**src/hw/rtl/bsw_pkg.sv**
```systemverilog
// Package for the BMP stream writer: byte positions in the file layout,
// fixed header byte values and the header byte lookup function.
// No dependencies.
`default_nettype none

package bsw_pkg;

    localparam int DIM_W  = 13;          // width of the dimension registers
    localparam int ROWB_W = DIM_W + 2;   // width of the padded row byte count
    localparam int DATA_W = DIM_W + ROWB_W;
    localparam int SIZE_W = 32;          // header size fields
    localparam int POS_W  = 6;           // byte position within one transfer group

    // Byte positions of the header fields and the pixel bytes.
    localparam logic [POS_W-1:0] POS_SIG_B   = 6'd0;
    localparam logic [POS_W-1:0] POS_SIG_M   = 6'd1;
    localparam logic [POS_W-1:0] POS_FSIZE   = 6'd2;
    localparam logic [POS_W-1:0] POS_OFFSET  = 6'd10;
    localparam logic [POS_W-1:0] POS_INFO    = 6'd14;
    localparam logic [POS_W-1:0] POS_WIDTH   = 6'd18;
    localparam logic [POS_W-1:0] POS_HEIGHT  = 6'd22;
    localparam logic [POS_W-1:0] POS_PLANES  = 6'd26;
    localparam logic [POS_W-1:0] POS_BPP     = 6'd28;
    localparam logic [POS_W-1:0] POS_DSIZE   = 6'd34;
    localparam logic [POS_W-1:0] POS_BLUE    = 6'd54;
    localparam logic [POS_W-1:0] POS_GREEN   = 6'd55;
    localparam logic [POS_W-1:0] POS_RED     = 6'd56;

    localparam logic [SIZE_W-1:0] HEADER_BYTES = 32'd54;

    localparam logic [7:0] SIG_B_BYTE  = 8'h42;
    localparam logic [7:0] SIG_M_BYTE  = 8'h4D;
    localparam logic [7:0] OFFSET_BYTE = 8'h36;
    localparam logic [7:0] INFO_BYTE   = 8'h28;
    localparam logic [7:0] PLANES_BYTE = 8'h01;
    localparam logic [7:0] BPP_BYTE    = 8'h18;
    localparam logic [7:0] WHITE_BYTE  = 8'hFF;
    localparam logic [7:0] ZERO_BYTE   = 8'h00;

    // One byte of the 54-byte header; multi-byte fields are little endian.
    function automatic logic [7:0] header_byte(
        input logic [POS_W-1:0]  pos,
        input logic [SIZE_W-1:0] fsize,
        input logic [SIZE_W-1:0] width,
        input logic [SIZE_W-1:0] height,
        input logic [SIZE_W-1:0] dsize
    );
        logic [7:0] b;
        b = ZERO_BYTE;
        case (pos)
            POS_SIG_B:         b = SIG_B_BYTE;
            POS_SIG_M:         b = SIG_M_BYTE;
            POS_FSIZE:         b = fsize[7:0];
            POS_FSIZE + 6'd1:  b = fsize[15:8];
            POS_FSIZE + 6'd2:  b = fsize[23:16];
            POS_FSIZE + 6'd3:  b = fsize[31:24];
            POS_OFFSET:        b = OFFSET_BYTE;
            POS_INFO:          b = INFO_BYTE;
            POS_WIDTH:         b = width[7:0];
            POS_WIDTH + 6'd1:  b = width[15:8];
            POS_WIDTH + 6'd2:  b = width[23:16];
            POS_WIDTH + 6'd3:  b = width[31:24];
            POS_HEIGHT:        b = height[7:0];
            POS_HEIGHT + 6'd1: b = height[15:8];
            POS_HEIGHT + 6'd2: b = height[23:16];
            POS_HEIGHT + 6'd3: b = height[31:24];
            POS_PLANES:        b = PLANES_BYTE;
            POS_BPP:           b = BPP_BYTE;
            POS_DSIZE:         b = dsize[7:0];
            POS_DSIZE + 6'd1:  b = dsize[15:8];
            POS_DSIZE + 6'd2:  b = dsize[23:16];
            POS_DSIZE + 6'd3:  b = dsize[31:24];
            default:           b = ZERO_BYTE;
        endcase
        return b;
    endfunction

endpackage

`default_nettype wire

```
**src/hw/rtl/bmp_stream_writer.sv**
```systemverilog
// BMP stream writer top level: turns a pixel stream into a 24-bit BMP byte stream.
// Depends on bsw_pkg for byte positions, header constants and the header lookup.
//
//  channel  | signals                                        | direction
//  ---------+------------------------------------------------+----------
//  pixels   | s_valid s_ready s_red s_green s_blue           | in
//           | s_pixel_present                                |
//  bytes    | m_valid m_ready m_out_byte m_run_last          | out
//           | m_frame_last                                   |
//  config   | cfg_wr_en cfg_index cfg_wdata                  | in
//
// Each pixel transfer yields 3 to 6 bytes, plus 54 header bytes for the first pixel
// of a frame, one byte per cycle unless m_ready stalls the output. The byte sequencer
// feeds its one-byte output register; the next pixel is taken in the cycle the last
// byte of the current one moves to that register. Reset (aresetn low, synchronous)
// clears the counters, sets the header pending and sets both dimensions to 1.
// A stall on m_ready holds the output register and the sequencer in place.
`default_nettype none

module bmp_stream_writer #(
    parameter int MAX_DIMENSION = 4096
) (
    input  wire logic                     aclk,
    input  wire logic                     aresetn,

    input  wire logic                     cfg_wr_en,
    input  wire logic                     cfg_index,
    input  wire logic [bsw_pkg::DIM_W-1:0] cfg_wdata,

    input  wire logic                     s_valid,
    output logic                          s_ready,
    input  wire logic [7:0]               s_red,
    input  wire logic [7:0]               s_green,
    input  wire logic [7:0]               s_blue,
    input  wire logic                     s_pixel_present,

    output logic                          m_valid,
    input  wire logic                     m_ready,
    output logic [7:0]                    m_out_byte,
    output logic                          m_run_last,
    output logic                          m_frame_last
);

    localparam int DIM_W    = bsw_pkg::DIM_W;
    localparam int POS_W    = bsw_pkg::POS_W;
    localparam int SIZE_W   = bsw_pkg::SIZE_W;
    localparam int CNT_W    = (MAX_DIMENSION > 1) ? $clog2(MAX_DIMENSION) : 1;
    localparam int CMP_W    = ((CNT_W > DIM_W) ? CNT_W : DIM_W) + 1;
    localparam int DIM_TOP  = (1 << DIM_W) - 1;
    localparam int MAX_CLIP = (MAX_DIMENSION > DIM_TOP) ? DIM_TOP : MAX_DIMENSION;
    localparam logic [DIM_W-1:0] MAX_DIM_V = DIM_W'(MAX_CLIP);

    localparam logic CFG_WIDTH  = 1'b0;
    localparam logic CFG_HEIGHT = 1'b1;

    // Configuration registers.
    logic [DIM_W-1:0] width_cfg_reg, height_cfg_reg;

    // Frame position.
    logic [CNT_W-1:0] col_reg, col_next;
    logic [CNT_W-1:0] row_reg, row_next;
    logic             hdr_pend_reg, hdr_pend_next;

    // Byte sequencer holding the pixel currently being written out.
    logic                     seq_vld_reg, seq_vld_next;
    logic [POS_W-1:0]         seq_pos_reg, seq_pos_next;
    logic [POS_W-1:0]         seq_last_reg;
    logic                     seq_fend_reg;
    logic [7:0]               seq_b_reg, seq_g_reg, seq_r_reg;
    logic [DIM_W-1:0]         seq_w_reg, seq_h_reg;
    logic [bsw_pkg::DATA_W-1:0] seq_dsize_reg;

    // Output register.
    logic       m_valid_reg, m_valid_next;
    logic [7:0] m_byte_reg, m_byte_next;
    logic       m_run_last_reg, m_frame_last_reg;

    logic [DIM_W-1:0]           w_eff, h_eff;
    logic [1:0]                 pad;
    logic [bsw_pkg::ROWB_W-1:0] row_bytes;
    logic [bsw_pkg::DATA_W-1:0] dsize;
    logic                       row_end, frame_end;
    logic                       accept, advance, seq_done, at_last;
    logic [SIZE_W-1:0]          fsize;

    always_comb begin
        w_eff = width_cfg_reg;
        if (width_cfg_reg == '0) begin
            w_eff = DIM_W'(1);
        end else if (width_cfg_reg > MAX_DIM_V) begin
            w_eff = MAX_DIM_V;
        end
        h_eff = height_cfg_reg;
        if (height_cfg_reg == '0) begin
            h_eff = DIM_W'(1);
        end else if (height_cfg_reg > MAX_DIM_V) begin
            h_eff = MAX_DIM_V;
        end
    end

    // Row padding to a multiple of four bytes equals width mod 4.
    assign pad       = w_eff[1:0];
    assign row_bytes = bsw_pkg::ROWB_W'(w_eff) * bsw_pkg::ROWB_W'(3)
                     + bsw_pkg::ROWB_W'(pad);
    assign dsize     = bsw_pkg::DATA_W'(h_eff) * bsw_pkg::DATA_W'(row_bytes);

    assign row_end   = (CMP_W'(col_reg) + CMP_W'(1)) >= CMP_W'(w_eff);
    assign frame_end = row_end && ((CMP_W'(row_reg) + CMP_W'(1)) >= CMP_W'(h_eff));

    assign at_last  = (seq_pos_reg == seq_last_reg);
    assign advance  = seq_vld_reg && (!m_valid_reg || m_ready);
    assign seq_done = advance && at_last;
    assign s_ready  = !seq_vld_reg || seq_done;
    assign accept   = s_valid && s_ready;

    always_comb begin
        col_next      = col_reg;
        row_next      = row_reg;
        hdr_pend_next = hdr_pend_reg;
        if (accept) begin
            hdr_pend_next = frame_end;
            if (row_end) begin
                col_next = '0;
                row_next = frame_end ? '0 : row_reg + CNT_W'(1);
            end else begin
                col_next = col_reg + CNT_W'(1);
            end
        end
    end

    always_comb begin
        seq_vld_next = seq_vld_reg;
        seq_pos_next = seq_pos_reg;
        if (accept) begin
            seq_vld_next = 1'b1;
            seq_pos_next = hdr_pend_reg ? bsw_pkg::POS_SIG_B : bsw_pkg::POS_BLUE;
        end else if (seq_done) begin
            seq_vld_next = 1'b0;
        end else if (advance) begin
            seq_pos_next = seq_pos_reg + POS_W'(1);
        end
    end

    assign fsize = SIZE_W'(seq_dsize_reg) + bsw_pkg::HEADER_BYTES;

    always_comb begin
        if (seq_pos_reg == bsw_pkg::POS_BLUE) begin
            m_byte_next = seq_b_reg;
        end else if (seq_pos_reg == bsw_pkg::POS_GREEN) begin
            m_byte_next = seq_g_reg;
        end else if (seq_pos_reg == bsw_pkg::POS_RED) begin
            m_byte_next = seq_r_reg;
        end else if (seq_pos_reg > bsw_pkg::POS_RED) begin
            m_byte_next = bsw_pkg::ZERO_BYTE;
        end else begin
            m_byte_next = bsw_pkg::header_byte(seq_pos_reg, fsize, SIZE_W'(seq_w_reg),
                                               SIZE_W'(seq_h_reg), SIZE_W'(seq_dsize_reg));
        end
    end

    always_comb begin
        m_valid_next = m_valid_reg;
        if (advance) begin
            m_valid_next = 1'b1;
        end else if (m_ready) begin
            m_valid_next = 1'b0;
        end
    end

    always_ff @(posedge aclk) begin
        if (!aresetn) begin
            width_cfg_reg  <= DIM_W'(1);
            height_cfg_reg <= DIM_W'(1);
            col_reg        <= '0;
            row_reg        <= '0;
            hdr_pend_reg   <= 1'b1;
            seq_vld_reg    <= 1'b0;
            seq_pos_reg    <= '0;
            m_valid_reg    <= 1'b0;
        end else begin
            if (cfg_wr_en) begin
                case (cfg_index)
                    CFG_WIDTH:  width_cfg_reg  <= cfg_wdata;
                    CFG_HEIGHT: height_cfg_reg <= cfg_wdata;
                    default:    width_cfg_reg  <= width_cfg_reg;
                endcase
            end
            col_reg      <= col_next;
            row_reg      <= row_next;
            hdr_pend_reg <= hdr_pend_next;
            seq_vld_reg  <= seq_vld_next;
            seq_pos_reg  <= seq_pos_next;
            m_valid_reg  <= m_valid_next;
        end
    end

    always_ff @(posedge aclk) begin
        if (accept) begin
            seq_last_reg  <= bsw_pkg::POS_RED + POS_W'(row_end ? pad : 2'd0);
            seq_fend_reg  <= frame_end;
            seq_b_reg     <= s_pixel_present ? s_blue  : bsw_pkg::WHITE_BYTE;
            seq_g_reg     <= s_pixel_present ? s_green : bsw_pkg::WHITE_BYTE;
            seq_r_reg     <= s_pixel_present ? s_red   : bsw_pkg::WHITE_BYTE;
            seq_w_reg     <= w_eff;
            seq_h_reg     <= h_eff;
            seq_dsize_reg <= dsize;
        end
        if (advance) begin
            m_byte_reg       <= m_byte_next;
            m_run_last_reg   <= at_last;
            m_frame_last_reg <= at_last && seq_fend_reg;
        end
    end

    assign m_valid      = m_valid_reg;
    assign m_out_byte   = m_byte_reg;
    assign m_run_last   = m_run_last_reg;
    assign m_frame_last = m_frame_last_reg;

`ifndef SYNTHESIS
    // The end of the file is always the end of a pixel's byte group.
    a_frame_last_in_run: assert property (@(posedge aclk) disable iff (!aresetn)
        m_valid && m_frame_last |-> m_run_last)
        else $error("frame_last without run_last");

    // The sequencer never walks past the last byte of its pixel.
    a_pos_bound: assert property (@(posedge aclk) disable iff (!aresetn)
        seq_vld_reg |-> seq_pos_reg <= seq_last_reg)
        else $error("byte position past end of pixel group");

    // An accepted pixel is in the sequencer on the next cycle.
    a_accept_loads: assert property (@(posedge aclk) disable iff (!aresetn)
        s_valid && s_ready |=> seq_vld_reg)
        else $error("accepted pixel not loaded");

    // A byte leaves the sequencer only when the output register can take it.
    a_no_overwrite: assert property (@(posedge aclk) disable iff (!aresetn)
        m_valid && !m_ready |=> $stable(m_out_byte) && m_valid)
        else $error("output byte overwritten while stalled");

    // A pixel that ends a frame re-arms the header for the next one.
    a_header_rearm: assert property (@(posedge aclk) disable iff (!aresetn)
        s_valid && s_ready && frame_end |=> hdr_pend_reg)
        else $error("header not re-armed after frame end");
`endif

endmodule

`default_nettype wire

```
**config.mk**
```make
export PLATFORM = sky130hd
export DESIGN_NAME = bmp_stream_writer
export DESIGN_NICKNAME = d
export VERILOG_FILES = /design/src/hw/rtl/bsw_pkg.sv /design/src/hw/rtl/bmp_stream_writer.sv
export SDC_FILE = /design/constraint.sdc
export NUM_CORES = 1
export LEC_CHECK = 0
export BUFFER_PORTS_ARGS = -buffer_cell sky130_fd_sc_hd__buf_2
export CAP_MARGIN = 20
export CORE_ASPECT_RATIO = 0.6
export CORE_MARGIN = 2
export CORE_UTILIZATION = 69
export DETAILED_ROUTE_END_ITERATION = 7
export MAX_ROUTING_LAYER = met4
export PLACE_DENSITY = 0.88
export RECOVER_POWER = 25
export SETUP_SLACK_MARGIN = 0.5
export SLEW_MARGIN = 5
export SYNTH_ARGS = -nofsm -noshare
export SYNTH_HDL_FRONTEND = slang
export SYNTH_SLANG_ARGS = --single-unit
```
**constraint.sdc**
```tcl
create_clock -name aclk -period 23.2 [get_ports aclk]
set_clock_uncertainty 0.2 [all_clocks]
set_input_delay 3.48 -clock aclk [delete_from_list [all_inputs] [get_ports aclk]]
set_output_delay 3.48 -clock aclk [all_outputs]
set_load 0.05 [all_outputs]
```
==> summary.txt <==
Clock network
  – Number of hold buffers added after cts: 0
  – Maximum clock path buffer count: 2
  – Worst-path clk slew: 70 ps
  – Post-CTS setup buffer count: 0
  – Clock Sinks: 149
  – Post-cts resize count: 0
  – Worst-skew pair later-pin latency: 450 ps
  – TritonCTS clock tree: yes
  – Clock Tree Root: clkbuf_16
  – H-tree depth: 4
  – Num CTS Buffers: 17

Worst setup path
  – Slowest stage cell, crit path: xor2_1
  – Crit Path Class: flop to flop
  – Crit path capture type: flop
  – CP Max Fanout: 17
  – Register-to-register setup slack: 14140 ps
  – Capture point of the worst reg-to-reg path: seq_dsize_reg[26]
  – Required time of the critical path: 23180 ps
  – Arrival time at the worst endpoint: 9040 ps
  – Reg2reg path depth: 28
  – CP max stage delay: 610 ps
  – Worst r2r src: width_cfg_reg[12]
  – Critical path launch point type: flop

Global routing
  – Largest net degree at the start of global routing: 85
  – Initial antenna violation count: 0
  – Number of global-route vias before repair: 11600
  – Remaining global-route overflow: 0
  – Global Route Usage Sum: 39.63%
  – First-pass GRT wire length: 62910 µm

STA
  – Fin crit share: 39.06%
  – Fin Setup TNS: 0 ps
  – Unrepaired setup endpoints after global routing: no
  – Hold WS: 271.1 ps
  – Measured slew at the worst slew-check pin: 1268 ps
  – Final Hold Viols: 0
  – Slew HR: 14.39%
  – Final setup fails: 0
  – Post-route minimum period: 9061 ps
  – Fin. max-slew vios: 0
  – Max frequency: 0.1104 GHz

Route
  – Drt initial violations: 1736
  – DR vias/cell: 6.465
  – DR DRC count: 19
  – Routed length per instance: 21.61 µm
  – Final wirelength: 40390 µm
  – DRT antenna net count: 0
  – 1st-pass router iterations: 8
  – Via count: 12080

Run status
  – Failing checks: design-rule violations
  – Status: complete, but fails checks

Yosys
  – Library cells used by synthesis: 75
  – Synth Register Bits: 149
  – Ys flop type: edfxtp_1
  – Cell taking the most area after synthesis: edfxtp_1
  – Sequential area share after synthesis: 27.41%
  – Synth top area share: 19.07%
  – YS warnings: 0
  – Cell count after synthesis: 1548
  – Ys async rst share: 0%
  – Mean post-synth cell area: 9.154 µm²
  – Ranking of synthesized cells by area: edfxtp_1 (19%), fa_1 (18%), ha_1 (11%)
  – Mapped Area: 0.01417 mm²
  – Post-synth EDFFs: 90

Die
  – I/O pin count: 56
  – Starting Density: 70.61%
  – DIE AREA: 0.02174 mm²
  – Die Span Y: 115.0 µm
  – Die width: 189.0 µm
  – CORE AREA: 0.02007 mm²
  – Row count: 40

Placed design
  – Final GP Congestion: 1.070
  – Buffers on Ports: 55
  – Dpl hpwl: 30720 µm
  – Placed Cells: 1836

Layout
  – Share of layout cells above drive strength 1: 6.708%
  – Area growth, synth to finish: 7.620%
  – Largest register FFs: 27
  – Final core utilization: 75.99%
  – Non-filler instance count after layout: 1869
  – Fin nets: 1883

Worst hold path
  – HP Start: height_cfg_reg[0]
  – Hold path endpoint: height_cfg_reg[0]
  – Hold WC Path Type: flop to flop
  – Cells on Worst Hold Path: 2

Pwr
  – VDD IR max: 63.37 µV
  – LEAKAGE: 6.940 nW
  – PD cells: 55.21 mW/mm²

Flow run
  – Max Cap Viol: 0
==> per-stage QoR <==
step / instance area, µm² / power (mW) / worst slack, ps
finish: 15250 / 0.8420 / 14140
global route: 15250 / 0.8727 / 13660
CTS: 15260 / 0.8339 / 14290
detailed placement: 14660 / 0.5426 / 14380
global placement: 14660 / 0.5341 / 14720
floorplan: 14200 / 0.4724 / 15470
==> worst max path at each step <==
stage | startpoint | endpoint | slack [ps] | cells past startpoint
after floorplan | width_cfg_reg[12] | seq_dsize_reg[26] | 15470 | 32
after global placement | width_cfg_reg[12] | seq_dsize_reg[25] | 14720 | 28
after detailed placement | width_cfg_reg[12] | seq_dsize_reg[26] | 14380 | 29
after CTS | width_cfg_reg[12] | seq_dsize_reg[26] | 14290 | 29
after global routing | width_cfg_reg[12] | seq_dsize_reg[26] | 13660 | 28
final | width_cfg_reg[12] | seq_dsize_reg[26] | 14140 | 28
==> cells by family after synthesis <==
family	after synthesis	share of synthesized area [%]
adders and majority gates	257	29.53
and+or+nand+nor	551	18.29
AOI/OAI and AO/OA	245	12.07
buffers and inverters	249	6.666
xor gates and xnor gates	92	5.686
DFF	149	27.41
muxes	4	0.3267
other	1	0.02646
==> layer usage <==
metal	part of all wire, %	track usage [%]
met5	0	-
met1	41	53.78
met4	2.2	10.68
met2	41	55.53
met3	16	15.29
==> synth_stat cells, drive strengths merged (10+ instances only) <==
cell type and number:
a21oi 65, nor2 133, edfxtp 90, a211oi 14
xnor2 48, nand3 37, nand2b 39, a31oi 10
and2 10, o21ai 28, clkbuf 48, xor2 44
nand2 209, a21boi 32, fa 129, dfxtp 59
and3 25, inv 189, a21o 13, nor3 17
nor2b 14, nand4 23, ha 128
==> power by group <==
group / internal (mW) / switching (mW) / total, mW
Clock: 0.164 / 0.131 / 0.295
Sequential: 0.305 / 0.0237 / 0.329
Combinational: 0.0748 / 0.143 / 0.218
==> placed cells by master (no fill, tap or decap), types with 10 or more instances in the layout <==
cell type  Yosys  final
clkbuf_16      0     17
dfxtp_1       59     59
buf_2          5     54
nor2_1       133    133
a21oi_1       63     62
nand4_1       23     23
a31oi_1       10     10
xor2_1        44     44
inv_1        188    188
o21ai_0       25     25
a21o_1        13     13
nand2_1      208    208
edfxtp_1      90     90
ha_1         128    128
nor2b_1       14     14
xnor2_1       48     48
a21boi_0      32     32
nor3_1        17     17
conb_1         1     10
nand3_1       37     37
a211oi_1      13     13
fa_1         129    129
nand2b_1      39     39
and3_1        25     25
==> critical path, delay by kind of cell, from the launching register on <==
| family | cells | cell delay [ps] |
|---|---|---|
| fa+ha+maj | 8 | 3600 |
| buf+inv | 6 | 860 |
| compound gates | 9 | 2080 |
| xor+xnor | 2 | 780 |
| simple gates | 3 | 740 |
| flops | 1 | 550 |
==> layout make-up <==
cell class,instances,area (µm²)
timing repair buffer,61,304.0
inverter,194,729.5
sequential,149,3884
multi-input combinational,1159,9380
fill,1438,4818
clock inverter,15,183.9
tap,273,341.6
antenna,1,2.502
clock buffer,17,425.4
No activity file was read; power rests on OpenSTA's default activity.
